**config.mk**
```make
export PLATFORM = sky130hd
export DESIGN_NAME = conv3_mac
export DESIGN_NICKNAME = d
export VERILOG_FILES = /design/src/conv3_pkg.sv /design/src/conv3_mac.sv
export SDC_FILE = /design/constraint.sdc
export NUM_CORES = 2
export LEC_CHECK = 0
export BUFFER_PORTS_ARGS = -buffer_cell sky130_fd_sc_hd__buf_4
export CORE_AREA = 2 2 332 334
export CTS_BUF_LIST = sky130_fd_sc_hd__clkbuf_16
export CTS_CLUSTER_DIAMETER = 30
export CTS_CLUSTER_SIZE = 30
export DETAILED_ROUTE_END_ITERATION = 10
export DIE_AREA = 0 0 334 336
export GPL_ROUTABILITY_DRIVEN = 0
export PLACE_DENSITY = 0.74
export SLEW_MARGIN = 20
export SYNTH_ARGS = -nofsm -noshare
export SYNTH_HDL_FRONTEND = slang
export SYNTH_SLANG_ARGS = --single-unit
```
**constraint.sdc**
```tcl
create_clock -name i_clk -period 59.3 [get_ports i_clk]
set_input_delay 14.825 -clock i_clk [delete_from_list [all_inputs] [get_ports i_clk]]
set_output_delay 14.825 -clock i_clk [all_outputs]
set_load 0.01 [all_outputs]
```
**src/conv3_pkg.sv**
```systemverilog
`default_nettype none

package conv3_pkg;

    // frame limits and arithmetic format
    localparam int MAX_WIDTH      = 1024;
    localparam int MAX_HEIGHT     = 1024;
    localparam int COEF_FRAC_BITS = 8;

    localparam int COL_W    = $clog2(MAX_WIDTH);
    localparam int ROW_W    = $clog2(MAX_HEIGHT);
    localparam int SIZE_W   = 11;
    localparam int REGION_W = 10;
    localparam int PIX_W    = 8;
    localparam int COEF_W   = 16;
    localparam int TAPS     = 9;
    localparam int PROD_W   = PIX_W + 1 + COEF_W;
    localparam int ACC_W    = PROD_W + 3;
    localparam int Q_W      = ACC_W - COEF_FRAC_BITS;
    localparam int KROW_W   = 3 * COEF_W;
    localparam int LINE_W   = 2 * PIX_W;

    localparam int CFG_DATA_W = 48;
    localparam int CFG_IDX_W  = 3;

    localparam int OUT_DATA_W = 32;
    localparam int IN_DATA_W  = 8;

    typedef enum logic [CFG_IDX_W-1:0] {
        CFG_IMAGE_WIDTH   = 3'd0,
        CFG_IMAGE_HEIGHT  = 3'd1,
        CFG_REGION_ROW    = 3'd2,
        CFG_REGION_COL    = 3'd3,
        CFG_MAX_SAMPLE    = 3'd4,
        CFG_KERNEL_TOP    = 3'd5,
        CFG_KERNEL_MIDDLE = 3'd6,
        CFG_KERNEL_BOTTOM = 3'd7
    } t_cfg_idx;

    // live configuration, sizes already saturated
    typedef struct packed {
        logic [SIZE_W-1:0]            width;
        logic [SIZE_W-1:0]            height;
        logic [REGION_W-1:0]          region_row;
        logic [REGION_W-1:0]          region_col;
        logic [PIX_W-1:0]             max_sample;
        logic [TAPS-1:0][COEF_W-1:0]  coef;   // tap i*3+j = row i, column j
    } t_cfg;

    // position of the beat just taken and whether it yields a result
    typedef struct packed {
        logic [ROW_W-1:0] row;
        logic [COL_W-1:0] col;
        logic             emit;
    } t_pos;

endpackage

`default_nettype wire

```
**src/conv3_mac.sv**
```systemverilog
`default_nettype none

module conv3_mac (
    input  wire                              i_clk,
    input  wire                              i_rst_n,
    input  conv3_pkg::t_cfg                  i_cfg,
    input  wire                              i_load,
    input  wire                              i_emit,
    input  wire  [conv3_pkg::PIX_W-1:0]      i_two_up,
    input  wire  [conv3_pkg::PIX_W-1:0]      i_one_up,
    input  wire  [conv3_pkg::PIX_W-1:0]      i_px,
    input  wire  [conv3_pkg::ROW_W-1:0]      i_row,
    input  wire  [conv3_pkg::COL_W-1:0]      i_col,
    output logic                             o_ready,
    output logic                             o_valid,
    input  wire                              i_ready,
    output logic [conv3_pkg::ROW_W-1:0]      o_row,
    output logic [conv3_pkg::COL_W-1:0]      o_col,
    output logic [conv3_pkg::PIX_W-1:0]      o_value
);

    localparam int PW = conv3_pkg::PROD_W;
    localparam int AW = conv3_pkg::ACC_W;

    logic [conv3_pkg::PIX_W-1:0] r_win [0:2][0:2];
    logic [conv3_pkg::PIX_W-1:0] n_win [0:2][0:2];

    logic                        r_v2;
    logic signed [PW-1:0]        r_prod [0:conv3_pkg::TAPS-1];
    logic signed [PW-1:0]        n_prod [0:conv3_pkg::TAPS-1];
    logic [conv3_pkg::ROW_W-1:0] r_row2;
    logic [conv3_pkg::COL_W-1:0] r_col2;

    logic                        r_v3;
    logic signed [AW-1:0]        r_acc;
    logic signed [AW-1:0]        n_acc;
    logic [conv3_pkg::ROW_W-1:0] r_row3;
    logic [conv3_pkg::COL_W-1:0] r_col3;

    logic                        r_ov;
    logic [conv3_pkg::PIX_W-1:0] r_oval;
    logic [conv3_pkg::PIX_W-1:0] n_oval;
    logic [conv3_pkg::ROW_W-1:0] r_orow;
    logic [conv3_pkg::COL_W-1:0] r_ocol;

    logic                        rdy2;
    logic                        rdy3;
    logic                        rdy4;
    logic [conv3_pkg::Q_W-1:0]   q;

    assign rdy4    = !r_ov || i_ready;
    assign rdy3    = !r_v3 || rdy4;
    assign rdy2    = !r_v2 || rdy3;
    assign o_ready = rdy2;

    // window shift and the nine products of the shifted window
    always_comb begin
        for (int i = 0; i < 3; i++) begin
            n_win[i][0] = r_win[i][1];
            n_win[i][1] = r_win[i][2];
        end
        n_win[0][2] = i_two_up;
        n_win[1][2] = i_one_up;
        n_win[2][2] = i_px;
        for (int i = 0; i < 3; i++) begin
            for (int j = 0; j < 3; j++) begin
                n_prod[i*3+j] =
                    $signed({{(PW-conv3_pkg::PIX_W){1'b0}}, n_win[i][j]})
                  * $signed({{(PW-conv3_pkg::COEF_W){i_cfg.coef[i*3+j][conv3_pkg::COEF_W-1]}},
                             i_cfg.coef[i*3+j]});
            end
        end
    end

    always_comb begin
        n_acc = '0;
        for (int k = 0; k < conv3_pkg::TAPS; k++) begin
            n_acc = n_acc + AW'(r_prod[k]);
        end
    end

    // negative gives zero, otherwise drop the fraction and clamp
    always_comb begin
        q = r_acc[AW-1:conv3_pkg::COEF_FRAC_BITS];
        if (r_acc[AW-1]) begin
            n_oval = '0;
        end else if (q > conv3_pkg::Q_W'(i_cfg.max_sample)) begin
            n_oval = i_cfg.max_sample;
        end else begin
            n_oval = q[conv3_pkg::PIX_W-1:0];
        end
    end

    always_ff @(posedge i_clk) begin
        if (!i_rst_n) begin
            for (int i = 0; i < 3; i++) begin
                for (int j = 0; j < 3; j++) begin
                    r_win[i][j] <= '0;
                end
            end
        end else if (i_load) begin
            r_win <= n_win;
        end
    end

    always_ff @(posedge i_clk) begin
        if (!i_rst_n) begin
            r_v2 <= 1'b0;
            r_v3 <= 1'b0;
            r_ov <= 1'b0;
        end else begin
            if (rdy2) begin
                r_v2 <= i_load && i_emit;
            end
            if (rdy3) begin
                r_v3 <= r_v2;
            end
            if (rdy4) begin
                r_ov <= r_v3;
            end
        end
    end

    always_ff @(posedge i_clk) begin
        if (rdy2 && i_load && i_emit) begin
            r_prod <= n_prod;
            r_row2 <= i_row;
            r_col2 <= i_col;
        end
        if (rdy3 && r_v2) begin
            r_acc  <= n_acc;
            r_row3 <= r_row2;
            r_col3 <= r_col2;
        end
        if (rdy4 && r_v3) begin
            r_oval <= n_oval;
            r_orow <= r_row3 - conv3_pkg::ROW_W'(1);
            r_ocol <= r_col3 - conv3_pkg::COL_W'(1);
        end
    end

    assign o_valid = r_ov;
    assign o_value = r_oval;
    assign o_row   = r_orow;
    assign o_col   = r_ocol;

`ifndef SYNTHESIS
    a_stage2_source: assert property (@(posedge i_clk) disable iff (!i_rst_n)
        (r_v2 && !$past(r_v2)) |-> $past(i_load && i_emit))
        else $error("product stage filled without an emitting beat");

    a_out_from_sum: assert property (@(posedge i_clk) disable iff (!i_rst_n)
        $rose(r_ov) |-> $past(r_v3))
        else $error("result appeared without a summed beat");
`endif

endmodule

`default_nettype wire
```
==> impl_metrics.py <==
metrics = {
    "run_status": {
        "status": "finished clean",
    },
    "logic_synthesis": {
        "synth_edf_count": 313,
        "yosysWarnings": 0,
        "synth.distinct_cells": 77,
        "synth-compound-area-share_pct": 5.41,
        "yosys.area_share.adder_pct": 47.2,
        "synth_nets": 7965,
        "seq_area_frac_synth_pct": 17.6,
        "synthMuxAreaShare_pct": 1.08,
        "syn_area_um2": 59200,
        "synth_top_cells_by_area": "fa_1 (37%), edfxtp_1 (16%), inv_1 (11%), ha_1 (10%), and2_1 (6.6%)",
        "ys_seq_elements": 364,
        "synth_top_area_cell": "fa_1",
        "syn_inst": 6143,
        "synth_top_family_by_area": "adder cells",
        "yosysTopAreaCellShare_pct": 37.0,
        "ys_top_cells_by_count": "inv_1 (1664), fa_1 (1094), and2_1 (625)",
        "yosys.area_share.simple_pct": 13.9,
        "synthXorXnorAreaFrac_pct": 3.36,
        "ys.flop_type": "edfxtp_1",
        "async_flop_share_pct": 0,
        "yosysMostFrequentCell": "inv_1",
        "synth_area_per_cell_um2": 9.64,
    },
    "timing": {
        "fmax_ghz": 0.0326,
        "post-route-period-util_pct": 51.7,
        "relSlewSlack_pct": 28.5,
        "rsz0062_at_grt": "false",
        "clock_skew_ps": 32.4,
        "layout_min_cycle_time_ps": 30640,
        "tightest_slew_ps": 1070,
        "maxSlewViolCount": 0,
        "fin_tns_setup_ps": 0,
        "finalHoldViolCount": 0,
        "finalSetupViolCount": 0,
    },
    "power": {
        "ir_drop_mv": 0.168,
        "leakagePower_nw": 33.9,
        "powerDensity_nw_per_um2": 56.0,
        "power_mw": 3.65,
    },
    "die": {
        "die_w_um": 334,
        "placementRows": 121,
        "coreArea_um2": 108000,
        "start_util_pct": 54.6,
        "ioPinCount": 273,
        "die_area_um2": 112000,
        "die_h_um": 336,
    },
    "clocking": {
        "cts_hold_buf": 0,
        "clkTransAtPathRegs_ps": 50,
        "clock-sinks": 364,
        "post_cts_resized": 0,
        "numCtsBuffers": 84,
        "clockRootBuffer": "clkbuf_16",
        "cts_tree": "done",
        "clk_path_buf_depth": 3,
        "clock_latency_ps": 630,
        "cts_setup_buffers": 0,
        "htreeDepth": 3,
    },
    "routing": {
        "drt_iter0_drc": 2217,
        "num_vias": 41000,
        "wl_per_cell_um": 17.6,
        "viasPerCell": 5.24,
        "ant_nets": 0,
        "drt_wl_total_um": 138000,
        "drtPass1Iterations": 5,
        "drc": 0,
    },
    "critical_path": {
        "crit_path_max_incr_delay_ps": 490,
        "path_cells": "buf_4 -> nor2b_1 -> nand3_1 -> buf_4",
        "critPathTopFamily": "simple AND/OR/NAND/NOR gates",
        "cpMostUsedCell": "buf_4",
        "cp_max_fo": 6,
        "slowest_stage": "nor2b_1",
        "path_class": "in2out",
        "cp_num_buf_inv": 2,
        "cp-start-kind": "input port",
        "critical_path_arrival_ps": 15820,
        "cp.required_ps": 44480,
        "setup.worst_path.end_class": "output port",
    },
    "finish": {
        "fillers": 8940,
        "multi_input_area_um2": 42100,
        "seq_area_um2": 10400,
        "area_delta_synth_final_pct": 10.2,
        "postLayoutCoreUtil_pct": 60.2,
        "drive_gt1_share_pct": 6.32,
        "nets": 8164,
    },
    "flow_run": {
        "drv_cap": 0,
    },
    "global_routing": {
        "grt_max_degree": 86,
        "grt_util_all_layers_pct": 25.7,
        "antenna_found_initial": 3,
        "overflow": 0,
        "grt_pass1_vias": 44200,
        "grt_first_pass_wirelength_um": 228000,
    },
    "min_path": {
        "hold_path.class": "reg2reg",
    },
    "placement": {
        "dp_hpwl_um": 114000,
        "io_buffers": 230,
    },
}
==> worst register-to-register path, cell delays in order (launching register included) <==
cell and delay, ps:
dfxtp_1 780, nand2_1 180, fa_1 570, inv_1 50, fa_1 490, inv_1 50
fa_1 480, fa_1 490, inv_1 40, ha_1 350, o21a_1 170, o21ai_0 150
a211oi_1 410, o21ai_0 250, o21ai_0 390, a21oi_1 140, xnor2_1 490
==> layout make-up <==
cell class	count	share of cell area (%)
timing repair buffer	240	2.76
sequential	364	16.0
clock buffer	84	3.22
antenna	2	0.00767
clock inverter	72	1.24
multi-input combinational	3988	64.5
inverter	1664	9.57
tap	1414	2.71
==> report_power, final <==
group          total, mW  internal, mW  switching [mW]
registers          0.510         0.471          0.0394
clock network      0.470         0.314           0.156
logic               2.67          1.09            1.59
total               3.65          1.87            1.78
==> kinds of logic after synthesis <==
| group | after synthesis |
|---|---|
| flip-flops | 364 |
| multiplexers | 64 |
| adder cells (fa/ha/maj) | 1579 |
| XOR/XNOR | 227 |
| AO/OA/AOI/OAI | 496 |
| buffers and inverters | 1791 |
| AND/OR/NAND/NOR | 1622 |
==> final timing paths <==
kind	depth (start not counted)	startpoint	slack, ps	to
worst max register to register	16	n_win[64]	53560	r_prod[224]
worst min-delay path	0	r_col2[2]	400	r_col3[2]
worst max-delay path	4	i_ready	28660	o_ready
worst min register to register	0	r_col2[2]	400	r_col3[2]
==> registers in the layout, indices dropped and copies added (netlist names) <==
register and count:
r_acc 20, o_col 10, r_v2 1, o_valid 1, o_value 8, r_row3 10, r_col2 10, o_row 10
r_col3 10, n_win 48, r_v3 1, r_row2 10, r_prod 225
==> through the flow <==
step / cell area [um2] / hold slack, ps / std cells / setup slack (ps)
floorplan: 59200 / 400 / 6143 / 29230
global placement: 62300 / 401 / 7670 / 28700
detailed placement: 62300 / 405 / 7670 / 28660
CTS: 65200 / 398 / 7826 / 28680
global route: 65200 / 412 / 7828 / 28570
finish: 65200 / 402 / 7828 / 28660
==> cell usage in the layout (no fill, tap or decap), types with 41 or more instances in the layout <==
cell	Yosys	final
inv_1	1664	1671
clkbuf_16	0	84
buf_4	0	240
edfxtp_1	313	313
mux2i_1	64	64
a21o_1	82	82
dfxtp_1	51	51
xnor2_1	166	166
nor2_1	119	119
xor2_1	61	61
fa_1	1094	1094
o21ai_0	88	88
nor2b_1	82	81
ha_1	485	485
a21oi_1	162	162
nand2_1	618	618
and2_1	625	625
nor3_1	41	41
==> routing by layer <==
layer	up-vias	global-route usage (%)	part of all wire, %
met3	258	3.74	5.9
met4	2	9.14	3.6
met5	-	0	0.0094
met2	1194	46.0	52
li1	18900	-	-
met1	20700	31.5	39
(Power assumes the default switching activity.)
