===== config.mk =====
export PLATFORM = sky130hd
export DESIGN_NAME = conv3_cfg
export DESIGN_NICKNAME = d
export VERILOG_FILES = /design/src/conv3_pkg.sv /design/src/conv3_cfg.sv
export SDC_FILE = /design/constraint.sdc
export NUM_CORES = 1
export LEC_CHECK = 0
export BUFFER_PORTS_ARGS = -buffer_cell sky130_fd_sc_hd__buf_2
export CORE_ASPECT_RATIO = 1.75
export CORE_MARGIN = 2
export CORE_UTILIZATION = 38
export DETAILED_ROUTE_END_ITERATION = 8
export PLACE_DENSITY = 0.63
export RECOVER_POWER = 50
export SYNTH_ARGS = -nofsm -noshare
export SYNTH_HDL_FRONTEND = slang
export SYNTH_SLANG_ARGS = --single-unit

===== constraint.sdc =====
create_clock -name i_clk -period 8.4 [get_ports i_clk]
set_input_delay 1.26 -clock i_clk [delete_from_list [all_inputs] [get_ports i_clk]]
set_output_delay 1.26 -clock i_clk [all_outputs]
set_load 0.01 [all_outputs]

===== src/conv3_pkg.sv =====
`default_nettype none

package conv3_pkg;

    // frame limits and arithmetic format
    localparam int MAX_WIDTH      = 1024;
    localparam int MAX_HEIGHT     = 1024;
    localparam int COEF_FRAC_BITS = 8;

    localparam int COL_W    = $clog2(MAX_WIDTH);
    localparam int ROW_W    = $clog2(MAX_HEIGHT);
    localparam int SIZE_W   = 11;
    localparam int REGION_W = 10;
    localparam int PIX_W    = 8;
    localparam int COEF_W   = 16;
    localparam int TAPS     = 9;
    localparam int PROD_W   = PIX_W + 1 + COEF_W;
    localparam int ACC_W    = PROD_W + 3;
    localparam int Q_W      = ACC_W - COEF_FRAC_BITS;
    localparam int KROW_W   = 3 * COEF_W;
    localparam int LINE_W   = 2 * PIX_W;

    localparam int CFG_DATA_W = 48;
    localparam int CFG_IDX_W  = 3;

    localparam int OUT_DATA_W = 32;
    localparam int IN_DATA_W  = 8;

    typedef enum logic [CFG_IDX_W-1:0] {
        CFG_IMAGE_WIDTH   = 3'd0,
        CFG_IMAGE_HEIGHT  = 3'd1,
        CFG_REGION_ROW    = 3'd2,
        CFG_REGION_COL    = 3'd3,
        CFG_MAX_SAMPLE    = 3'd4,
        CFG_KERNEL_TOP    = 3'd5,
        CFG_KERNEL_MIDDLE = 3'd6,
        CFG_KERNEL_BOTTOM = 3'd7
    } t_cfg_idx;

    // live configuration, sizes already saturated
    typedef struct packed {
        logic [SIZE_W-1:0]            width;
        logic [SIZE_W-1:0]            height;
        logic [REGION_W-1:0]          region_row;
        logic [REGION_W-1:0]          region_col;
        logic [PIX_W-1:0]             max_sample;
        logic [TAPS-1:0][COEF_W-1:0]  coef;   // tap i*3+j = row i, column j
    } t_cfg;

    // position of the beat just taken and whether it yields a result
    typedef struct packed {
        logic [ROW_W-1:0] row;
        logic [COL_W-1:0] col;
        logic             emit;
    } t_pos;

endpackage

`default_nettype wire


===== src/conv3_cfg.sv =====
`default_nettype none

module conv3_cfg (
    input  wire                                   i_clk,
    input  wire                                   i_rst_n,
    input  wire                                   i_cfg_we,
    input  wire  [conv3_pkg::CFG_IDX_W-1:0]       i_cfg_index,
    input  wire  [conv3_pkg::CFG_DATA_W-1:0]      i_cfg_data,
    output conv3_pkg::t_cfg                       o_cfg
);

    logic [conv3_pkg::SIZE_W-1:0]   r_width;
    logic [conv3_pkg::SIZE_W-1:0]   r_height;
    logic [conv3_pkg::REGION_W-1:0] r_region_row;
    logic [conv3_pkg::REGION_W-1:0] r_region_col;
    logic [conv3_pkg::PIX_W-1:0]    r_max_sample;
    logic [conv3_pkg::KROW_W-1:0]   r_kern [0:2];

    always_ff @(posedge i_clk) begin
        if (!i_rst_n) begin
            r_width      <= conv3_pkg::SIZE_W'(conv3_pkg::MAX_WIDTH);
            r_height     <= conv3_pkg::SIZE_W'(conv3_pkg::MAX_HEIGHT);
            r_region_row <= '0;
            r_region_col <= '0;
            r_max_sample <= '1;
            r_kern[0]    <= '0;
            r_kern[1]    <= conv3_pkg::KROW_W'(1 << conv3_pkg::COEF_FRAC_BITS);
            r_kern[2]    <= '0;
        end else if (i_cfg_we) begin
            unique case (conv3_pkg::t_cfg_idx'(i_cfg_index))
                conv3_pkg::CFG_IMAGE_WIDTH:   r_width      <= i_cfg_data[conv3_pkg::SIZE_W-1:0];
                conv3_pkg::CFG_IMAGE_HEIGHT:  r_height     <= i_cfg_data[conv3_pkg::SIZE_W-1:0];
                conv3_pkg::CFG_REGION_ROW:    r_region_row <= i_cfg_data[conv3_pkg::REGION_W-1:0];
                conv3_pkg::CFG_REGION_COL:    r_region_col <= i_cfg_data[conv3_pkg::REGION_W-1:0];
                conv3_pkg::CFG_MAX_SAMPLE:    r_max_sample <= i_cfg_data[conv3_pkg::PIX_W-1:0];
                conv3_pkg::CFG_KERNEL_TOP:    r_kern[0]    <= i_cfg_data[conv3_pkg::KROW_W-1:0];
                conv3_pkg::CFG_KERNEL_MIDDLE: r_kern[1]    <= i_cfg_data[conv3_pkg::KROW_W-1:0];
                conv3_pkg::CFG_KERNEL_BOTTOM: r_kern[2]    <= i_cfg_data[conv3_pkg::KROW_W-1:0];
            endcase
        end
    end

    // saturate sizes into the supported range
    always_comb begin
        if (r_width < conv3_pkg::SIZE_W'(3)) begin
            o_cfg.width = conv3_pkg::SIZE_W'(3);
        end else if (r_width > conv3_pkg::SIZE_W'(conv3_pkg::MAX_WIDTH)) begin
            o_cfg.width = conv3_pkg::SIZE_W'(conv3_pkg::MAX_WIDTH);
        end else begin
            o_cfg.width = r_width;
        end
        if (r_height < conv3_pkg::SIZE_W'(3)) begin
            o_cfg.height = conv3_pkg::SIZE_W'(3);
        end else if (r_height > conv3_pkg::SIZE_W'(conv3_pkg::MAX_HEIGHT)) begin
            o_cfg.height = conv3_pkg::SIZE_W'(conv3_pkg::MAX_HEIGHT);
        end else begin
            o_cfg.height = r_height;
        end
        o_cfg.region_row = r_region_row;
        o_cfg.region_col = r_region_col;
        o_cfg.max_sample = r_max_sample;
        for (int i = 0; i < 3; i++) begin
            for (int j = 0; j < 3; j++) begin
                o_cfg.coef[i*3+j] = r_kern[i][j*conv3_pkg::COEF_W +: conv3_pkg::COEF_W];
            end
        end
    end

endmodule

`default_nettype wire


==> flow_metrics.py, run 1 <==
metrics = {
    "sta": {
        "final_hold_viol_count": 0,
        "post-route-period-util_pct": 56.2,
        "worst_pin_slew_ns": 2.96,
        "rsz0062_at_grt": "no",
        "post-route-min-period_ns": 4.72,
        "setup_viol": 0,
        "hold_ws_ns": 0.468,
        "setup_tns_ns": 0,
        "slew_viol_final": 163,
        "fin_worst_skew_ns": 0,
        "max_freq_mhz": 212,
        "relSlewSlack_pct": -97.6,
    },
    "final_layout": {
        "diodes": 0,
        "final_common_cell": "clkbuf_1",
        "nNetsFinal": 741,
        "area_delta_synth_final_pct": 26.3,
        "mostFrequentLayoutCells": "clkbuf_1, edfxtp_1, buf_2",
        "drive_above_1_share_pct": 14.6,
    },
    "die": {
        "ios": 248,
        "start_util_pct": 38.6,
        "rows": 64,
        "die_area_sq_um": 18800,
        "core_area_sq_um": 17500,
        "die_y_microns": 180,
        "die_x_microns": 105,
    },
    "worst_hold_path": {
        "holdCritPathClass": "flop to flop",
        "whs_endpoint": "r_height[9]",
        "min_from": "r_height[9]",
        "worstHoldPathCells": 2,
    },
    "synthesis": {
        "yosysUniqueCellTypes": 31,
        "synth_area_per_cell_sq_um": 15.1,
        "ys_ff_latch": 194,
        "yosysSeqAreaShare_pct": 79.1,
        "syn_area_sq_um": 6730,
        "yosys_warnings": 0,
        "syn_inst": 446,
        "syn_nets": 500,
    },
    "critical_path": {
        "startpoint_type": "input pin",
        "cp_cell_sequence": "clkbuf_1 -> o21ai_4 -> clkbuf_1",
        "reg2reg_setup_slack_ns": 7.54,
        "required_ns": 8.37,
        "path_delay_family": "buffers and inverters",
        "critical_path_buf_inv_count": 2,
        "worstSetupPathType": "input pin to flop",
        "arrival_ns": 4.69,
        "reg2reg_to": "r_height[10]",
        "endpoint_kind": "flop",
        "slowest_stage": "clkbuf_1",
        "cp_common_cell": "clkbuf_1",
        "path_max_fanout": 64,
        "cpPeakStageDelay_ns": 2.12,
        "timing.rr.start": "r_height[10]",
        "r2r_cells": 2,
    },
    "drt": {
        "route.detailed.drc": 0,
        "wirelength_mm": 16.4,
        "antenna_violating_nets_post_route": 0,
        "dr.pass1.iters": 6,
        "drt_iter0_markers": 119,
        "vias_per_cell": 4.74,
        "wl_per_cell_microns": 17.7,
        "routed-via-count": 4409,
    },
    "power_and_ir_drop": {
        "ir_drop_mv": 0.121,
        "leakagePower_nw": 2.95,
        "power_density_nw_per_um2": 237,
    },
    "cts": {
        "cts-root-buf": "clkbuf_16",
        "post_cts_buffers": 0,
        "h-tree-depth": 4,
        "insertion_delay_ns": 0.42,
        "clkSlewWorstSetupHoldPaths_ns": 0.07,
        "cts.path.max_buffers": 2,
        "cts_tree": "done",
        "numCtsBuffers": 17,
        "cts_resized": 0,
        "cts_hold_buf": 0,
        "cts.sinks": 194,
    },
    "grt": {
        "overflow": 0,
        "grt_use_met3_pct": 3.18,
        "grt_use_met2_pct": 32.3,
        "grt_usage_pct": 17.2,
        "top_usage_layer": "met2",
        "antenna_found_initial": 0,
        "grt_max_degree": 65,
        "grt_pass1_vias": 4349,
        "grt_first_pass_wirelength_mm": 24.5,
        "met1_usage_pct": 18.1,
    },
    "place": {
        "port_buffers": 247,
        "gp_congestion": 0.764,
        "hpwl_mm": 11.4,
    },
    "status": {
        "failed_checks": "capacitance limit, slew limit",
        "outcome": "finished with violations",
    },
    "flow_run": {
        "cap_viol_max_count": 3,
    },
}
-- synthesized netlist by cell type (all sizes together) --
| master | instances | area (sq um) |
|---|---|---|
| a21boi | 20 | 150 |
| a21oi | 4 | 20.0 |
| and2 | 48 | 300 |
| and4bb | 1 | 12.5 |
| buf | 12 | 71.3 |
| clkbuf | 17 | 66.3 |
| dfxtp | 50 | 1000 |
| edfxtp | 144 | 4320 |
| inv | 1 | 3.75 |
| mux2i | 8 | 80.1 |
| nand2 | 63 | 239 |
| nand2b | 1 | 6.26 |
| nand3 | 23 | 120 |
| nand4b | 1 | 8.76 |
| nand4bb | 2 | 22.5 |
| nor2 | 4 | 15.0 |
| nor2b | 16 | 100 |
| nor4 | 4 | 25.0 |
| nor4b | 1 | 15.0 |
| nor4bb | 1 | 10.0 |
| o2111a | 1 | 11.3 |
| o21ai | 22 | 110 |
| o31ai | 1 | 7.51 |
| or4b | 1 | 13.8 |
-- cells by family after synthesis --
family,share of synthesized area [%]
AND/OR/NAND/NOR,13.2
AO/OA/AOI/OAI,4.44
flip-flops,79.1
buffers and inverters,2.10
multiplexers,1.19
-- routing by layer --
layer,routed length [microns],part of all wire [%]
met1,6180,38
met2,9050,55
met3,714,4.3
met4,499,3.0
met5,0,0
-- through the flow --
stage	power (mW)	cell area (sq um)	cells	worst slack [ns]	util [%]
floorplan	1.20	6730	446	2.78	-
global placement	1.29	8200	899	4.96	46.9
detailed placement	1.29	8200	899	4.85	46.9
CTS	2.05	8750	931	5.27	50.1
global route	2.09	8510	931	3.33	48.7
finish	2.02	8510	931	3.68	48.7
-- worst register-to-register path: stages (launching register included) --
cell	delay, ns
dfxtp_1	0.44
nand2_1	0.11
nand3_1	0.08
-- flip-flops by register name, indices dropped and copies added (netlist names) --
name          count
r_kern          144
r_height         11
r_width          11
r_region_col     10
r_region_row     10
r_max_sample      8
-- worst max-delay path by stage --
stage	startpoint	slack [ns]	cells past startpoint	endpoint
3_5_place_dp	i_rst_n	4.85	3	r_kern[0][52]
4_1_cts	i_rst_n	5.27	3	r_kern[0][4]
2_1_floorplan	i_cfg_index[0]	2.78	3	r_kern[0][0]
3_3_place_gp	i_rst_n	4.96	3	r_kern[0][56]
6_report	i_rst_n	3.68	3	r_kern[0][71]
5_1_grt	i_rst_n	3.33	3	r_kern[0][50]
-- layout make-up --
| cell class | count | area (sq um) |
|---|---|---|
| fill | 1682 | 8950 |
| timing repair buffer | 251 | 1020 |
| sequential | 194 | 5330 |
| multi-input combinational | 222 | 1310 |
| clock inverter | 14 | 129 |
| tap | 231 | 289 |
| inverter | 1 | 3.75 |
| clock buffer | 18 | 429 |
-- power breakdown --
group / internal [mW] / switching (mW)
Combinational: 0.0435 / 0.102
Clock: 0.413 / 0.350
Sequential: 1.09 / 0.0205
Total: 1.55 / 0.473
Note: power is estimated with default switching activity, not from simulation.
==> inputs of run 2 (changes only) <==
- clock period: 8.4 -> 4.35 ns (I/O delays scaled with it)
==> run 2 against run 1 <==
The run still ends with capacitance limit, slew limit left. Non-clock buffer count rose by 2. Setup slack got worse by 1.8 ns. Hold slack improved by 0.0063 ns. Routed wire length rose by 0.70%. Sequential share of layout area fell by 0.53 points. Clock skew did not move. Critical path depth did not move. Clock power rose by 100%. Sequential cell count did not move. Count of clock-buffer cells in the layout fell by 1. Register-to-register slack got worse by 4.0 ns. Core utilization rose by 0.42 points.
==> flow_metrics.py, run 2 (synthesis results as in run 1) <==
metrics = {
    "status": {
        "outcome": "finished with violations",
        "failed_checks": "capacitance limit, slew limit",
    },
    "final_layout": {
        "diodes": 0,
        "top_register": "r_kern",
        "final_common_cell": "clkbuf_1",
        "reg_top3": "r_kern x144, r_height x11, r_width x11",
        "largest_reg_flops": 144,
        "area_delta_synth_final_pct": 27.4,
        "mostFrequentLayoutCells": "clkbuf_1, edfxtp_1, buf_2",
        "drive_above_1_share_pct": 16.8,
        "finalInstanceArea_sq_um": 8580,
        "nNetsFinal": 743,
    },
    "die": {
        "die_area_sq_um": 18800,
        "core_area_sq_um": 17500,
        "die_y_microns": 180,
        "start_util_pct": 38.6,
        "rows": 64,
        "ios": 248,
        "die_x_microns": 105,
    },
    "cts": {
        "clkSlewWorstSetupHoldPaths_ns": 0.07,
        "cts-root-buf": "clkbuf_16",
        "insertion_delay_ns": 0.42,
        "cts.sinks": 194,
        "cts_resized": 0,
        "cts_hold_buf": 0,
        "cts.path.max_buffers": 2,
        "numCtsBuffers": 17,
        "post_cts_buffers": 0,
        "h-tree-depth": 4,
        "cts_tree": "done",
    },
    "place": {
        "preCtsSetupSlack_ns": 1.73,
        "port_buffers": 247,
        "gp_congestion": 0.760,
        "hpwl_mm": 12.0,
        "dpl_cell_area_sq_um": 8210,
    },
    "critical_path": {
        "startpoint_type": "input pin",
        "cpPeakStageDelay_ns": 1.37,
        "crit_start": "i_cfg_index[1]",
        "required_ns": 4.61,
        "cp_cell_sequence": "clkbuf_1 -> o2111a_1 -> and2_1",
        "slowest_stage": "o2111a_1",
        "timing.rr.start": "r_height[10]",
        "path_max_fanout": 49,
        "endpoint_kind": "flop",
        "worstSetupPathType": "input pin to flop",
        "arrival_ns": 2.72,
    },
    "drt": {
        "wl_per_cell_microns": 17.8,
        "routed-via-count": 4359,
        "vias_per_cell": 4.68,
        "drt_iter0_markers": 155,
        "antenna_violating_nets_post_route": 0,
        "wirelength_mm": 16.6,
        "dr.pass1.iters": 4,
        "route.detailed.drc": 0,
    },
    "grt": {
        "grt_max_degree": 60,
        "grt_usage_pct": 17.9,
        "grt_pass1_vias": 4503,
        "antenna_found_initial": 0,
        "overflow": 0,
        "grt_first_pass_wirelength_mm": 25.3,
    },
    "power_and_ir_drop": {
        "pwr-share-clk_pct": 39.0,
        "power_frac_seq_pct": 54.0,
        "internal_power_mw": 3.05,
        "p_sw_mw": 0.921,
        "switching_share_pct": 23.2,
        "power_density_nw_per_um2": 463,
        "leakagePower_nw": 3.01,
        "ir_drop_mv": 0.232,
        "pwr-share-comb_pct": 7.0,
    },
    "worst_hold_path": {
        "min_from": "r_max_sample[3]",
        "holdCritPathClass": "flop to flop",
    },
    "sta": {
        "setup_ws_ns": 1.89,
        "worst_pin_slew_ns": 1.73,
        "final_hold_viol_count": 0,
        "fin_worst_skew_ns": 0,
        "post-route-period-util_pct": 56.6,
        "setup_viol": 0,
        "slew_viol_final": 62,
        "relSlewSlack_pct": -16.9,
        "max_freq_mhz": 406,
        "rsz0062_at_grt": "no",
        "post-route-min-period_ns": 2.46,
    },
    "flow_run": {
        "cap_viol_max_count": 2,
    },
}
run 2: cell types whose count changed in the layout (fill, tap and decap cells not counted), sizes merged:
cell / delta
buf: +15
bufinv: +1
clkbuf: -14
clkinvlp: -1
run 2: cell type report:
cell class / count / area [sq um]
tap: 231 / 289
multi-input combinational: 222 / 1300
inverter: 1 / 3.75
timing repair buffer: 253 / 1060
fill: 1658 / 8880
clock inverter: 14 / 170
clock buffer: 17 / 425
sequential: 194 / 5330
run 2: final timing paths:
| path | end | slack (ns) | cells past startpoint |
|---|---|---|---|
| worst max-delay path | r_kern[0][27] | 1.89 | 3 |
| worst min-delay path | r_max_sample[3] | 0.47 | 2 |
| worst max register to register | r_height[10] | 3.54 | 2 |
| worst min register to register | r_max_sample[3] | 0.47 | 2 |
run 2: metrics by stage:
step	utilization [%]	std cells	hold WS, ns	total power [mW]	TNS, ns
final	49.1	932	0.474	3.97	0
after detailed placement	47.0	901	0.456	2.50	0
after global routing	49.1	932	0.498	4.11	0
after CTS	50.4	932	0.466	4.04	0
after floorplan	-	446	0.435	2.32	-45.66
after global placement	47.0	901	0.445	2.49	0
run 2: metal layers:
layer / share of wire (%) / global-route usage [%] / vias to the layer above
met3: 5.5 / 3.29 / 28
met4: 2.9 / 8.21 / 0
met1: 35 / 18.3 / 2076
met5: 0 / 0 / -
li1: - / - / 2071
met2: 56 / 34.4 / 184
run 2: worst max-delay path, delay by kind of cell:
| kind | cells | cell delay, ns |
|---|---|---|
| buffers and inverters | 1 | 0.36 |
| AO/OA/AOI/OAI | 1 | 1.37 |
| AND/OR/NAND/NOR | 1 | 0.32 |
run 2: power groups by stage:
stage	Clock [mW]	Sequential, mW	Combinational [mW]
2_1_floorplan	0	2.24	0.0815
5_1_grt	1.65	2.15	0.304
6_report	1.55	2.14	0.279
3_5_place_dp	0	2.18	0.314
4_1_cts	1.58	2.14	0.314
3_3_place_gp	0	2.18	0.310
