[config.mk]
export PLATFORM = sky130hd
export DESIGN_NAME = conv3_scan
export DESIGN_NICKNAME = d
export VERILOG_FILES = /design/src/conv3_pkg.sv /design/src/conv3_scan.sv
export SDC_FILE = /design/constraint.sdc
export NUM_CORES = 1
export LEC_CHECK = 0
export BUFFER_PORTS_ARGS = -buffer_cell sky130_fd_sc_hd__buf_2
export CAP_MARGIN = 20
export CORE_ASPECT_RATIO = 0.75
export CORE_MARGIN = 2
export CORE_UTILIZATION = 45
export DETAILED_ROUTE_END_ITERATION = 8
export GPL_TIMING_DRIVEN = 0
export PLACE_DENSITY = 0.84
export SLEW_MARGIN = 20
export SYNTH_ARGS = -nofsm -noshare
export SYNTH_HDL_FRONTEND = slang
export SYNTH_SLANG_ARGS = --single-unit
[constraint.sdc]
create_clock -name i_clk -period 7.8 [get_ports i_clk]
set_input_delay 0.39 -clock i_clk [delete_from_list [all_inputs] [get_ports i_clk]]
set_output_delay 0.39 -clock i_clk [all_outputs]
set_load 0.01 [all_outputs]
[src/conv3_pkg.sv]
`default_nettype none

package conv3_pkg;

    // frame limits and arithmetic format
    localparam int MAX_WIDTH      = 1024;
    localparam int MAX_HEIGHT     = 1024;
    localparam int COEF_FRAC_BITS = 8;

    localparam int COL_W    = $clog2(MAX_WIDTH);
    localparam int ROW_W    = $clog2(MAX_HEIGHT);
    localparam int SIZE_W   = 11;
    localparam int REGION_W = 10;
    localparam int PIX_W    = 8;
    localparam int COEF_W   = 16;
    localparam int TAPS     = 9;
    localparam int PROD_W   = PIX_W + 1 + COEF_W;
    localparam int ACC_W    = PROD_W + 3;
    localparam int Q_W      = ACC_W - COEF_FRAC_BITS;
    localparam int KROW_W   = 3 * COEF_W;
    localparam int LINE_W   = 2 * PIX_W;

    localparam int CFG_DATA_W = 48;
    localparam int CFG_IDX_W  = 3;

    localparam int OUT_DATA_W = 32;
    localparam int IN_DATA_W  = 8;

    typedef enum logic [CFG_IDX_W-1:0] {
        CFG_IMAGE_WIDTH   = 3'd0,
        CFG_IMAGE_HEIGHT  = 3'd1,
        CFG_REGION_ROW    = 3'd2,
        CFG_REGION_COL    = 3'd3,
        CFG_MAX_SAMPLE    = 3'd4,
        CFG_KERNEL_TOP    = 3'd5,
        CFG_KERNEL_MIDDLE = 3'd6,
        CFG_KERNEL_BOTTOM = 3'd7
    } t_cfg_idx;

    // live configuration, sizes already saturated
    typedef struct packed {
        logic [SIZE_W-1:0]            width;
        logic [SIZE_W-1:0]            height;
        logic [REGION_W-1:0]          region_row;
        logic [REGION_W-1:0]          region_col;
        logic [PIX_W-1:0]             max_sample;
        logic [TAPS-1:0][COEF_W-1:0]  coef;   // tap i*3+j = row i, column j
    } t_cfg;

    // position of the beat just taken and whether it yields a result
    typedef struct packed {
        logic [ROW_W-1:0] row;
        logic [COL_W-1:0] col;
        logic             emit;
    } t_pos;

endpackage

`default_nettype wire

[src/conv3_scan.sv]
`default_nettype none

module conv3_scan (
    input  wire              i_clk,
    input  wire              i_rst_n,
    input  wire              i_accept,
    input  conv3_pkg::t_cfg  i_cfg,
    output conv3_pkg::t_pos  o_pos
);

    localparam int W = conv3_pkg::SIZE_W;

    logic [conv3_pkg::COL_W-1:0] r_col;
    logic [conv3_pkg::ROW_W-1:0] r_row;
    logic [conv3_pkg::COL_W-1:0] n_col;
    logic [conv3_pkg::ROW_W-1:0] n_row;

    logic [W-1:0] row_a;
    logic [W-1:0] row_0;
    logic [W-1:0] col_0;
    logic [W-1:0] col_n;
    logic [W-1:0] row_n;

    always_comb begin
        // wrap first in case the size shrank since the last beat
        if (W'(r_col) >= i_cfg.width) begin
            col_0 = '0;
            row_a = W'(r_row) + W'(1);
        end else begin
            col_0 = W'(r_col);
            row_a = W'(r_row);
        end
        row_0 = (row_a >= i_cfg.height) ? '0 : row_a;

        o_pos.row  = row_0[conv3_pkg::ROW_W-1:0];
        o_pos.col  = col_0[conv3_pkg::COL_W-1:0];
        o_pos.emit = (row_0 >= W'(i_cfg.region_row) + W'(2))
                  && (col_0 >= W'(i_cfg.region_col) + W'(2));

        // advance past the beat just taken
        col_n = col_0 + W'(1);
        row_n = row_0;
        if (col_n >= i_cfg.width) begin
            col_n = '0;
            row_n = row_0 + W'(1);
            if (row_n >= i_cfg.height) begin
                row_n = '0;
            end
        end
        n_col = col_n[conv3_pkg::COL_W-1:0];
        n_row = row_n[conv3_pkg::ROW_W-1:0];
    end

    always_ff @(posedge i_clk) begin
        if (!i_rst_n) begin
            r_col <= '0;
            r_row <= '0;
        end else if (i_accept) begin
            r_col <= n_col;
            r_row <= n_row;
        end
    end

`ifndef SYNTHESIS
    a_col_step: assert property (@(posedge i_clk) disable iff (!i_rst_n)
        i_accept |=> (r_col == '0
                   || r_col == $past(o_pos.col) + conv3_pkg::COL_W'(1)))
        else $error("column counter did not step by one or wrap");
`endif

endmodule

`default_nettype wire

==> results by group, run 1 <==
Placed design
  • Hpwl dp: 8.22 mm
  • RePlAce Congestion: 0.921
  • Port bufs: 65

Floorplan
  • Die Area: 8540 µm²
  • Die height: 80.6 µm
  • Initial core utilization: 47.1%
  • Die Span X: 106 µm
  • Io pins: 218
  • Core area: 7470 µm²
  • Row count: 27

Yosys
  • Post-Synthesis Mean Instance Area: 7.71 µm²
  • Post-synth EDFFs: 0
  • Cell variety after synth: 65
  • Post-synthesis register bit count: 20
  • Top post-synthesis cells by area: ha_1 25%, dfxtp_1 11%, a21oi_1 4.6%, xnor2_1 4.5%, nand3_1 4.3%
  • Post-Syn Instances: 456
  • Top cell type's share of synthesized area: 24.6%
  • Synth area leader: ha_1
  • Ys Warns: 0
  • Mapped Nets: 722
  • Seq/Total Area, Yosys: 11.4%
  • Ys async rst share: 0%
  • Mapped cell area: 3520 µm²
  • Synth Flop Type: dfxtp_1

Run status
  • Status: completed

Timing
  • Final Hold Fails: 0
  • Relative slew slack: 23.6%
  • Tcrit/Tclk final: 88.2%
  • Setup TNS Final: 0 ns
  • Fin crit period: 6.88 ns
  • Worst-Margin Slew: 1.12 ns
  • Final setup violation count: 0
  • RSZ-0062 raised after global routing: false
  • Fin. max-slew vios: 0
  • Max Clock Skew: 0.00967 ns
  • F_max: 145 MHz

Pwr
  • Pleak: 2.04 nW
  • Total power per unit cell area: 79.2 nW/µm²
  • Total power: 0.000317 W
  • Peak supply drop: 0.0654 mV

Global routing
  • Vias in the first global route: 3511
  • GRT Max-Usage Layer: met2
  • Global-route wire length before repair: 16.8 mm
  • Pin count of the biggest net entering global routing: 11
  • GR Util met1: 34.4%
  • GRT Util Overall: 24.0%
  • Congestion Overflow GR: 0
  • Met2 global-route usage: 40.1%
  • Initial antenna violation count: 0
  • Global routing usage on met3: 2.76%

Routing
  • Wire per inst: 15.8 µm
  • Antenna Nets Post-Route: 0
  • TritonRoute pass-1 iters: 5
  • 1st-iter DRT viols: 357
  • DR vias: 3701
  • Total Wirelength: 9.90 mm
  • Via/cell ratio: 5.92
  • DRC Markers: 0

Setup path
  • Critical Path Most Common Cell: ha_1
  • RR Startpoint: r_col[2]
  • Crit path DAT: 7.10 ns
  • Crit path required time: 8.02 ns
  • Reg2reg path depth: 26
  • R2r setup slk: 0.92 ns
  • Crit Path Class: reg -> reg
  • CP endpoint kind: flop
  • Terminus of the critical flop-to-flop path: r_row[4]
  • Crit-path max FO: 10
  • CP Launch Type: flop
  • Crit path largest cell delay: 0.45 ns
  • CP max-delay cell: dfxtp_1

CTS
  • Clk root buf: clkbuf_8
  • Clock buffer depth: 2
  • CTS tree: yes
  • Clock Latency Late Sink: 0.27 ns
  • TritonCTS Buffers: 3
  • Htree depth: 1
  • CTS sink count: 20
  • Cts hold-fix bufs: 0
  • CTS resizes: 0
  • Post-CTS setup buffer count: 0
  • Reg clk slew, reported paths: 0.08 ns

Worst hold path
  • Hold_sp: i_rst_n
  • Hold Path Depth: 2
  • Hold crit path type: in -> reg
  • WHS Endpoint: r_row[9]

Layout
  • # diodes: 0
  • NumNets Final: 792
  • Filler cells: 684
  • P&R area growth vs syn: 14.0%
  • Ratio of cells with drive above 1 in the final layout: 18.5%

Job
  • Number of max-cap violations: 0
==> per-stage QoR <==
stage / std cells / hold WS, ns / worst slack [ns] / util (%) / instance area (µm²)
global placement: 622 / 0.487 / 1.08 / 53.1 / 3970
global route: 625 / 0.438 / 0.360 / 53.7 / 4010
CTS: 625 / 0.437 / 1.11 / 53.7 / 4010
finish: 625 / 0.439 / 0.920 / 53.7 / 4010
detailed placement: 622 / 0.510 / 0.998 / 53.1 / 3970
floorplan: 456 / 0.467 / 1.73 / - / 3520
==> final cells by class <==
class                           count  area [µm²]  area share, %
Timing Repair Buffer               65         325           8.11
Multi-Input combinational cell    381        2860           71.4
Tap cell                          101         126           3.15
Clock buffer                        3        41.3           1.03
Buffer                             18         114           2.84
Inverter                           37         139           3.46
Sequential cell                    20         400           9.99
==> layer usage <==
layer  vias to the layer above  share of wire [%]
li1                       1788                  -
met1                      1737                 47
met2                       159                 45
met5                         -                  0
met4                         0               0.71
met3                        17                7.4
==> power by group <==
| group | total [W] | leakage, nW | switching [W] | internal [W] |
|---|---|---|---|---|
| sequential | 0.000111 | 0.164 | 0.00000485 | 0.000106 |
| clock | 0.0000720 | 0.0216 | 0.0000375 | 0.0000346 |
| combinational | 0.000134 | 1.85 | 0.0000754 | 0.0000588 |
| total | 0.000317 | 2.04 | 0.000118 | 0.000200 |
==> how the worst max path moves through the flow <==
stage	from	to	slack (ns)
after floorplan	i_cfg[192]	r_row[4]	1.73
after global placement	i_cfg[192]	r_row[4]	1.08
after detailed placement	i_cfg[192]	r_row[4]	1.0
after CTS	r_col[2]	r_row[4]	1.11
after global routing	r_col[2]	r_row[9]	0.36
final	r_col[2]	r_row[4]	0.92
==> critical path, delay by kind of cell (launching register included) <==
| family | cells | cell delay, ns |
|---|---|---|
| adder cells (fa/ha/maj) | 4 | 1.20 |
| flip-flops | 1 | 0.45 |
| buffers and inverters | 3 | 0.78 |
| XOR/XNOR | 1 | 0.24 |
| AO/OA/AOI/OAI | 13 | 2.90 |
| AND/OR/NAND/NOR | 5 | 1.24 |
==> state kept, by name, summed over array words and instances, names as in the netlist <==
| name | flops |
|---|---|
| r_col | 10 |
| r_row | 10 |
==> cells in the mapped netlist, types with 7 or more instances <==
library cell	number
ha_1	69
inv_1	37
nor2_1	34
a21oi_1	32
nand3_1	30
nand2_1	29
dfxtp_1	20
xnor2_1	18
o21ai_0	17
xor2_1	17
nand2b_1	13
a21o_1	10
and2_1	10
and3_1	7
clkbuf_1	7
==> cell families after synthesis <==
kind of cell / count (synthesis) / synth area share [%]
fa+ha+maj: 69 / 24.6
flops: 20 / 11.4
simple gates: 156 / 22.9
compound gates: 115 / 23.4
xor+xnor: 36 / 9.18
buf+inv: 55 / 7.19
mux: 5 / 1.42
==> layout by cell type, fill, tap and decap left out, types with 18 or more instances in the layout <==
cell	n
inv_1	37
nand2_1	29
nand3_1	30
xnor2_1	18
ha_1	69
nor2_1	34
buf_2	68
a21oi_1	32
dfxtp_1	20
No activity file was read; power rests on OpenSTA's default activity.
==> inputs of run 2 (changes only) <==
--- a/config.mk
+++ b/config.mk
@@ -8,7 +8,6 @@
 export BUFFER_PORTS_ARGS = -buffer_cell sky130_fd_sc_hd__buf_2
 export CAP_MARGIN = 20
 export CORE_ASPECT_RATIO = 0.75
-export CORE_MARGIN = 2
 export CORE_UTILIZATION = 45
 export DETAILED_ROUTE_END_ITERATION = 8
 export GPL_TIMING_DRIVEN = 0
==> run 2 against run 1 <==
Register-to-register slack got worse by 0.09 ns. Global-route usage about the same. Utilization is 0.40 points higher. Via count shrank 1.1%. Flip-flop and latch count stayed put. Final cell count grew 0.16%. Clock power increased by 54%. Sequential power about the same. Clock skew shrank 0.0068 ns. Wire length down 1.8%. Critical path type unchanged. Largest cell class unchanged. Largest power group unchanged. Highest routed layer unchanged.
==> results by group, run 2 (synthesis results as in run 1) <==
CTS
  • Htree depth: 1 (unchanged)
  • Clk root buf: clkbuf_8
  • TritonCTS Buffers: 3 (unchanged)
  • Clock Latency Late Sink: 0.27 ns (about the same)
  • CTS resizes: 0 (unchanged)
  • Cts hold-fix bufs: 0 (unchanged)
  • Reg clk slew, reported paths: 0.09 ns (about the same)
  • Clock buffer depth: 2 (unchanged)
  • CTS tree: yes
  • Post-CTS setup buffer count: 0 (unchanged)
  • CTS sink count: 20 (unchanged)

Timing
  • Tcrit/Tclk final: 89.4% (+1.2 points)
  • Setup TNS Final: 0 ns (unchanged)
  • RSZ-0062 raised after global routing: false
  • Final Hold Fails: 0 (unchanged)
  • Fin crit period: 6.97 ns (+0.0898 ns)
  • F_max: 143 MHz (-1.3%)
  • Final setup violation count: 0 (unchanged)
  • Max Clock Skew: 0.00282 ns (-0.00685 ns)
  • Slack of the critical path: 0.830 ns (-0.0898 ns)
  • Fin. max-slew vios: 0 (unchanged)
  • Worst-Margin Slew: 1.03 ns (-0.0897 ns)
  • Relative slew slack: 29.8% (+6.1 points)

Routing
  • Max layer used: met4
  • Met2 wire len: 4.23 mm (-4.0%)
  • Antenna Nets Post-Route: 0 (unchanged)
  • Metal3 WL: 951 µm (+30%)
  • 1st-iter DRT viols: 290 (-19%)
  • TritonRoute pass-1 iters: 6 (+1)
  • DRC Markers: 0 (unchanged)
  • Via/cell ratio: 5.85 (-1.3%)
  • Wire per inst: 15.5 µm (-2.0%)
  • DR vias: 3659 (-1.1%)
  • Total Wirelength: 9.71 mm (-1.8%)
  • WL met1: 4.45 mm (-5.1%)

Placed design
  • RePlAce Congestion: 0.927 (+0.65%)
  • Port bufs: 65 (unchanged)
  • Placed Cells: 622 (unchanged)
  • Hpwl dp: 8.03 mm (-2.4%)
  • Pre-CTS setup slack: 0.910 ns (-0.0876 ns)

Layout
  • P&R area growth vs syn: 14.9%
  • Commonest non-fill, non-tap cell in the layout: ha_1
  • Regs by FF count: r_col x10, r_row x10
  • Sequential cell area: 400 µm² (unchanged)
  • Ratio of cells with drive above 1 in the final layout: 18.7% (+0.16 points)
  • Fin cells: 626 (+0.16%)
  • Filler cells: 691 (+1.0%)
  • Final Util: 54.1% (+0.40 points)
  • NumNets Final: 792 (unchanged)
  • Area of the multi-input gates: 2860 µm² (unchanged)
  • Most frequent cells in the layout: 69 x ha_1, 68 x buf_2, 37 x inv_1
  • # diodes: 0 (unchanged)

Setup path
  • Crit Path Class: reg -> reg
  • CP max-delay cell: dfxtp_1
  • Crit-path max FO: 10 (unchanged)
  • CP Launch Type: flop
  • Crit path largest cell delay: 0.48 ns (+0.03 ns)
  • CP endpoint kind: flop
  • Critical Path Most Common Cell: ha_1
  • Reg2reg path depth: 25 (-3.8%)
  • Crit path DAT: 7.19 ns (+0.09 ns)
  • Crit path required time: 8.02 ns (about the same)

Worst hold path
  • Hold crit path type: in -> reg
  • Hold Path Depth: 2 (unchanged)

Global routing
  • Initial antenna violation count: 0 (unchanged)
  • GRT Util Overall: 24.1% (+0.047 points)
  • Pin count of the biggest net entering global routing: 13 (+2)
  • Congestion Overflow GR: 0 (unchanged)
  • Global-route wire length before repair: 16.2 mm (-3.3%)
  • Vias in the first global route: 3500 (-0.31%)

Floorplan
  • Io pins: 218 (unchanged)
  • Die Area: 8170 µm² (-4.3%)
  • Initial core utilization: 47.1% (unchanged)
  • Row count: 27 (unchanged)
  • Core area: 7470 µm² (unchanged)
  • Die Span X: 104 µm (-1.9%)
  • Die height: 78.6 µm (-2.5%)

Pwr
  • Pleak: 2.05 nW (+0.69%)
  • Total power per unit cell area: 88.0 nW/µm² (+11%)
  • Peak supply drop: 0.0890 mV (+36%)

Run status
  • Status: completed

Job
  • Number of max-cap violations: 0 (unchanged)
-- run 2: changes by cell type in the layout (fill, tap and decap cells not counted) --
cell | before | now
bufinv_16 | 0 | 1
-- run 2: worst max-delay path: cells and delay by family, from the launching register on --
family	cells	cell delay (ns)
compound gates	13	3.24
simple gates	4	1.16
fa+ha+maj	4	1.08
buf+inv	3	0.67
flops	1	0.48
xor+xnor	1	0.29
-- run 2: cell type report --
class,instances,share of cell area (%)
timing repair buffer,65,8.05
buffer,18,2.82
sequential,20,9.91
clock buffer,3,1.02
tap,101,3.13
clock inverter,1,0.743
multi-input combinational,381,70.9
inverter,37,3.44
-- run 2: power by group --
group	leakage (nW)	total (W)	switching, W	internal [W]
Combinational	1.85	0.000134	0.0000749	0.0000586
Sequential	0.164	0.000111	0.00000484	0.000106
Clock	0.0357	0.000111	0.0000422	0.0000687
-- run 2: through the flow --
stage | total power (W) | hold WS (ns) | cell area, µm²
after floorplan | 0.000200 | 0.467 | 3520
after global placement | 0.000238 | 0.492 | 3970
after detailed placement | 0.000244 | 0.505 | 3970
after CTS | 0.000350 | 0.438 | 4040
after global routing | 0.000375 | 0.444 | 4040
final | 0.000356 | 0.435 | 4040
-- run 2: final timing paths --
| path | from | to | slack (ns) |
|---|---|---|---|
| setup / recovery | r_col[2] | r_row[4] | 0.83 |
| hold reg to reg | r_col[9] | r_col[9] | 0.52 |
| hold / removal | i_rst_n | r_row[9] | 0.43 |
| setup reg to reg | r_col[2] | r_row[4] | 0.83 |
-- run 2: routing by layer --
layer,track usage [%],up-vias
met1,32.6,1688
met5,0,-
met4,3.00,0
met3,5.23,12
met2,40.1,170
li1,-,1789
==> inputs of run 3 (changes only) <==
--- a/config.mk
+++ b/config.mk
@@ -7,10 +7,11 @@
 export LEC_CHECK = 0
 export BUFFER_PORTS_ARGS = -buffer_cell sky130_fd_sc_hd__buf_2
 export CAP_MARGIN = 20
-export CORE_ASPECT_RATIO = 0.75
+export CORE_ASPECT_RATIO = 1.5
 export CORE_UTILIZATION = 45
 export DETAILED_ROUTE_END_ITERATION = 8
 export GPL_TIMING_DRIVEN = 0
+export HOLD_SLACK_MARGIN = 0.15
 export PLACE_DENSITY = 0.84
 export SLEW_MARGIN = 20
 export SYNTH_ARGS = -nofsm -noshare
==> run 3 against run 2 <==
Total power is 8.8% higher. Final cell count up 0.16%. Critical path depth rose by 2. Sequential share of layout area shrank 0.085 points. Critical path type unchanged. Largest power group is now the clock network.
==> results by group, run 3 (synthesis results as in run 1) <==
Worst hold path
  • Hold crit path type: in -> reg
  • Hold Path Depth: 2 (unchanged)
  • WHS Endpoint: r_row[9]
  • Hold_sp: i_rst_n

Timing
  • Worst-Margin Slew: 0.898 ns (-0.129 ns)
  • Final Hold Fails: 0 (unchanged)
  • Max Clock Skew: 0.00194 ns (-0.000885 ns)
  • Tcrit/Tclk final: 89.7% (+0.39 points)
  • Relative slew slack: 38.6% (+8.8 points)
  • Fin crit period: 7.00 ns (+0.0304 ns)
  • Final setup violation count: 0 (unchanged)
  • F_max: 143 MHz (-0.43%)
  • RSZ-0062 raised after global routing: false
  • Setup TNS Final: 0 ns (unchanged)
  • Fin. max-slew vios: 0 (unchanged)

Pwr
  • Total power per unit cell area: 94.9 nW/µm² (+7.9%)
  • Switching Share: 31.0% (-3.3 points)
  • Pleak: 2.07 nW (+0.75%)
  • Flop pwr share: 28.8% (-2.5 points)
  • Clock network power share: 36.9% (+5.7 points)
  • P_int: 0.000267 W (+14%)
  • Net switching power: 0.000120 W (-1.8%)
  • Peak supply drop: 0.0738 mV (-17%)
  • Combinational share of power: 34.3% (-3.3 points)

Floorplan
  • Row count: 39 (+44%)
  • Die Span X: 74.2 µm (-29%)
  • Io pins: 218 (unchanged)
  • Core area: 7610 µm² (+2.0%)
  • Initial core utilization: 46.2% (-0.91 points)
  • Die Area: 8180 µm² (about the same)
  • Die height: 110 µm (+40%)

Setup path
  • Crit-path max FO: 10 (unchanged)
  • CP Launch Type: flop
  • Reg2reg path depth: 27 (+8.0%)
  • CP endpoint kind: flop
  • Crit Path Class: reg -> reg
  • RR Startpoint: r_col[2]
  • Terminus of the critical flop-to-flop path: r_row[4]
  • R2r setup slk: 0.80 ns (-0.03 ns)
  • Crit path DAT: 7.20 ns (about the same)
  • Crit path required time: 8.00 ns (-0.02 ns)

Global routing
  • Global-route wire length before repair: 15.8 mm (-2.8%)
  • Congestion Overflow GR: 0 (unchanged)
  • Vias in the first global route: 3668 (+4.8%)
  • Initial antenna violation count: 0 (unchanged)
  • Pin count of the biggest net entering global routing: 13 (unchanged)
  • GRT Util Overall: 25.1% (+1.0 points)

Layout
  • Regs by FF count: r_col x10, r_row x10
  • Commonest non-fill, non-tap cell in the layout: ha_1
  • Fin cells: 627 (+0.16%)
  • Ratio of cells with drive above 1 in the final layout: 18.7% (unchanged)
  • Filler cells: 736 (+6.5%)
  • P&R area growth vs syn: 15.9%
  • Finished Cell Area: 4070 µm² (+0.87%)
  • # diodes: 0 (unchanged)
  • NumNets Final: 792 (unchanged)
  • Most frequent cells in the layout: 69 x ha_1, 68 x buf_2, 37 x inv_1

CTS
  • Htree depth: 1 (unchanged)
  • Cts hold-fix bufs: 0 (unchanged)
  • Clock buffer depth: 2 (unchanged)
  • CTS sink count: 20 (unchanged)
  • Post-CTS setup buffer count: 0 (unchanged)
  • TritonCTS Buffers: 3 (unchanged)
  • Clock Latency Late Sink: 0.26 ns (about the same)
  • Reg clk slew, reported paths: 0.06 ns (-0.03 ns)
  • CTS resizes: 0 (unchanged)
  • Clk root buf: clkbuf_16
  • CTS tree: yes

Job
  • Number of max-cap violations: 0 (unchanged)

Placed design
  • RePlAce Congestion: 0.935 (+0.92%)
  • Hpwl dp: 8.26 mm (+2.9%)
  • Placed Area: 3970 µm² (about the same)
  • Port bufs: 65 (unchanged)
  • Placed Cells: 623 (+0.16%)

Run status
  • Status: completed

Routing
  • Wire per inst: 15.7 µm (+1.5%)
  • TritonRoute pass-1 iters: 4 (-2)
  • Total Wirelength: 9.88 mm (+1.7%)
  • 1st-iter DRT viols: 150 (-48%)
  • Antenna Nets Post-Route: 0 (unchanged)
  • Via/cell ratio: 5.85 (about the same)
  • DR vias: 3665 (+0.16%)
  • DRC Markers: 0 (unchanged)
-- run 3: cell count changes in the layout (fill, tap and decap cells not counted) --
| cell | before | now |
|---|---|---|
| clkbuf_16 | 0 | 3 |
| clkbuf_8 | 3 | 0 |
-- run 3: worst max-delay path, cell delays in order, from the launching register on --
cell and delay (ns):
dfxtp_1 0.46, ha_1 0.30, a211o_1 0.27, a31oi_1 0.25
o21a_2 0.33, a21oi_1 0.14, buf_4 0.20, mux2i_1 0.26
inv_1 0.08, ha_1 0.27, nand2_1 0.05, o21ai_0 0.33
a31oi_1 0.17, a21oi_1 0.28, clkbuf_1 0.42, nor2_1 0.22
ha_1 0.29, o21ai_2 0.15, nor4_2 0.10, or2_1 0.22
ha_1 0.31, a22o_1 0.23, nor4_1 0.23, a21oi_1 0.15
a2111oi_0 0.49, buf_2 0.34, nor3b_1 0.21, o221a_2 0.21
-- run 3: how the worst max path moves through the flow --
stage                           from  slack [ns]       end  cells past startpoint
after detailed placement  i_cfg[185]        0.92  r_row[9]                     30
final                       r_col[2]        0.80  r_row[4]                     27
after global routing        r_col[2]        0.32  r_row[4]                     27
after global placement    i_cfg[185]        0.98  r_row[4]                     29
after floorplan           i_cfg[192]        1.73  r_row[4]                     27
after CTS                   r_col[2]        0.95  r_row[9]                     28
-- run 3: routing by layer --
layer	share of wire, %	global-route usage (%)	up-vias
li1	-	-	1802
met1	36	25.3	1651
met2	52	47.4	169
met3	6.7	4.27	43
met4	4.9	14.0	0
met5	0	0	-
-- run 3: final cells by class --
class | instances | area [µm²] | area share [%]
Multi-Input combinational cell | 381 | 2860 | 70.3
Tap cell | 102 | 128 | 3.13
Inverter | 37 | 139 | 3.41
Sequential cell | 20 | 400 | 9.83
Timing Repair Buffer | 65 | 325 | 7.99
Clock buffer | 3 | 75.1 | 1.84
Clock inverter | 1 | 30.0 | 0.737
Buffer | 18 | 114 | 2.79
-- run 3: power by group through the flow --
stage / Sequential (W) / Clock (W) / Combinational (W)
2_1_floorplan: 0.000112 / 0 / 0.0000875
3_3_place_gp: 0.000113 / 0 / 0.000125
3_5_place_dp: 0.000113 / 0 / 0.000131
4_1_cts: 0.000111 / 0.000142 / 0.000133
5_1_grt: 0.000112 / 0.000145 / 0.000149
6_report: 0.000111 / 0.000143 / 0.000133
-- run 3: metrics by stage --
stage | worst slack (ns) | hold WS, ns | util (%) | total power (W)
2_1_floorplan | 1.73 | 0.467 | - | 0.000200
5_1_grt | 0.317 | 0.476 | 53.5 | 0.000407
3_3_place_gp | 0.978 | 0.488 | 52.1 | 0.000238
6_report | 0.800 | 0.448 | 53.5 | 0.000387
4_1_cts | 0.948 | 0.451 | 53.5 | 0.000386
3_5_place_dp | 0.918 | 0.501 | 52.1 | 0.000244
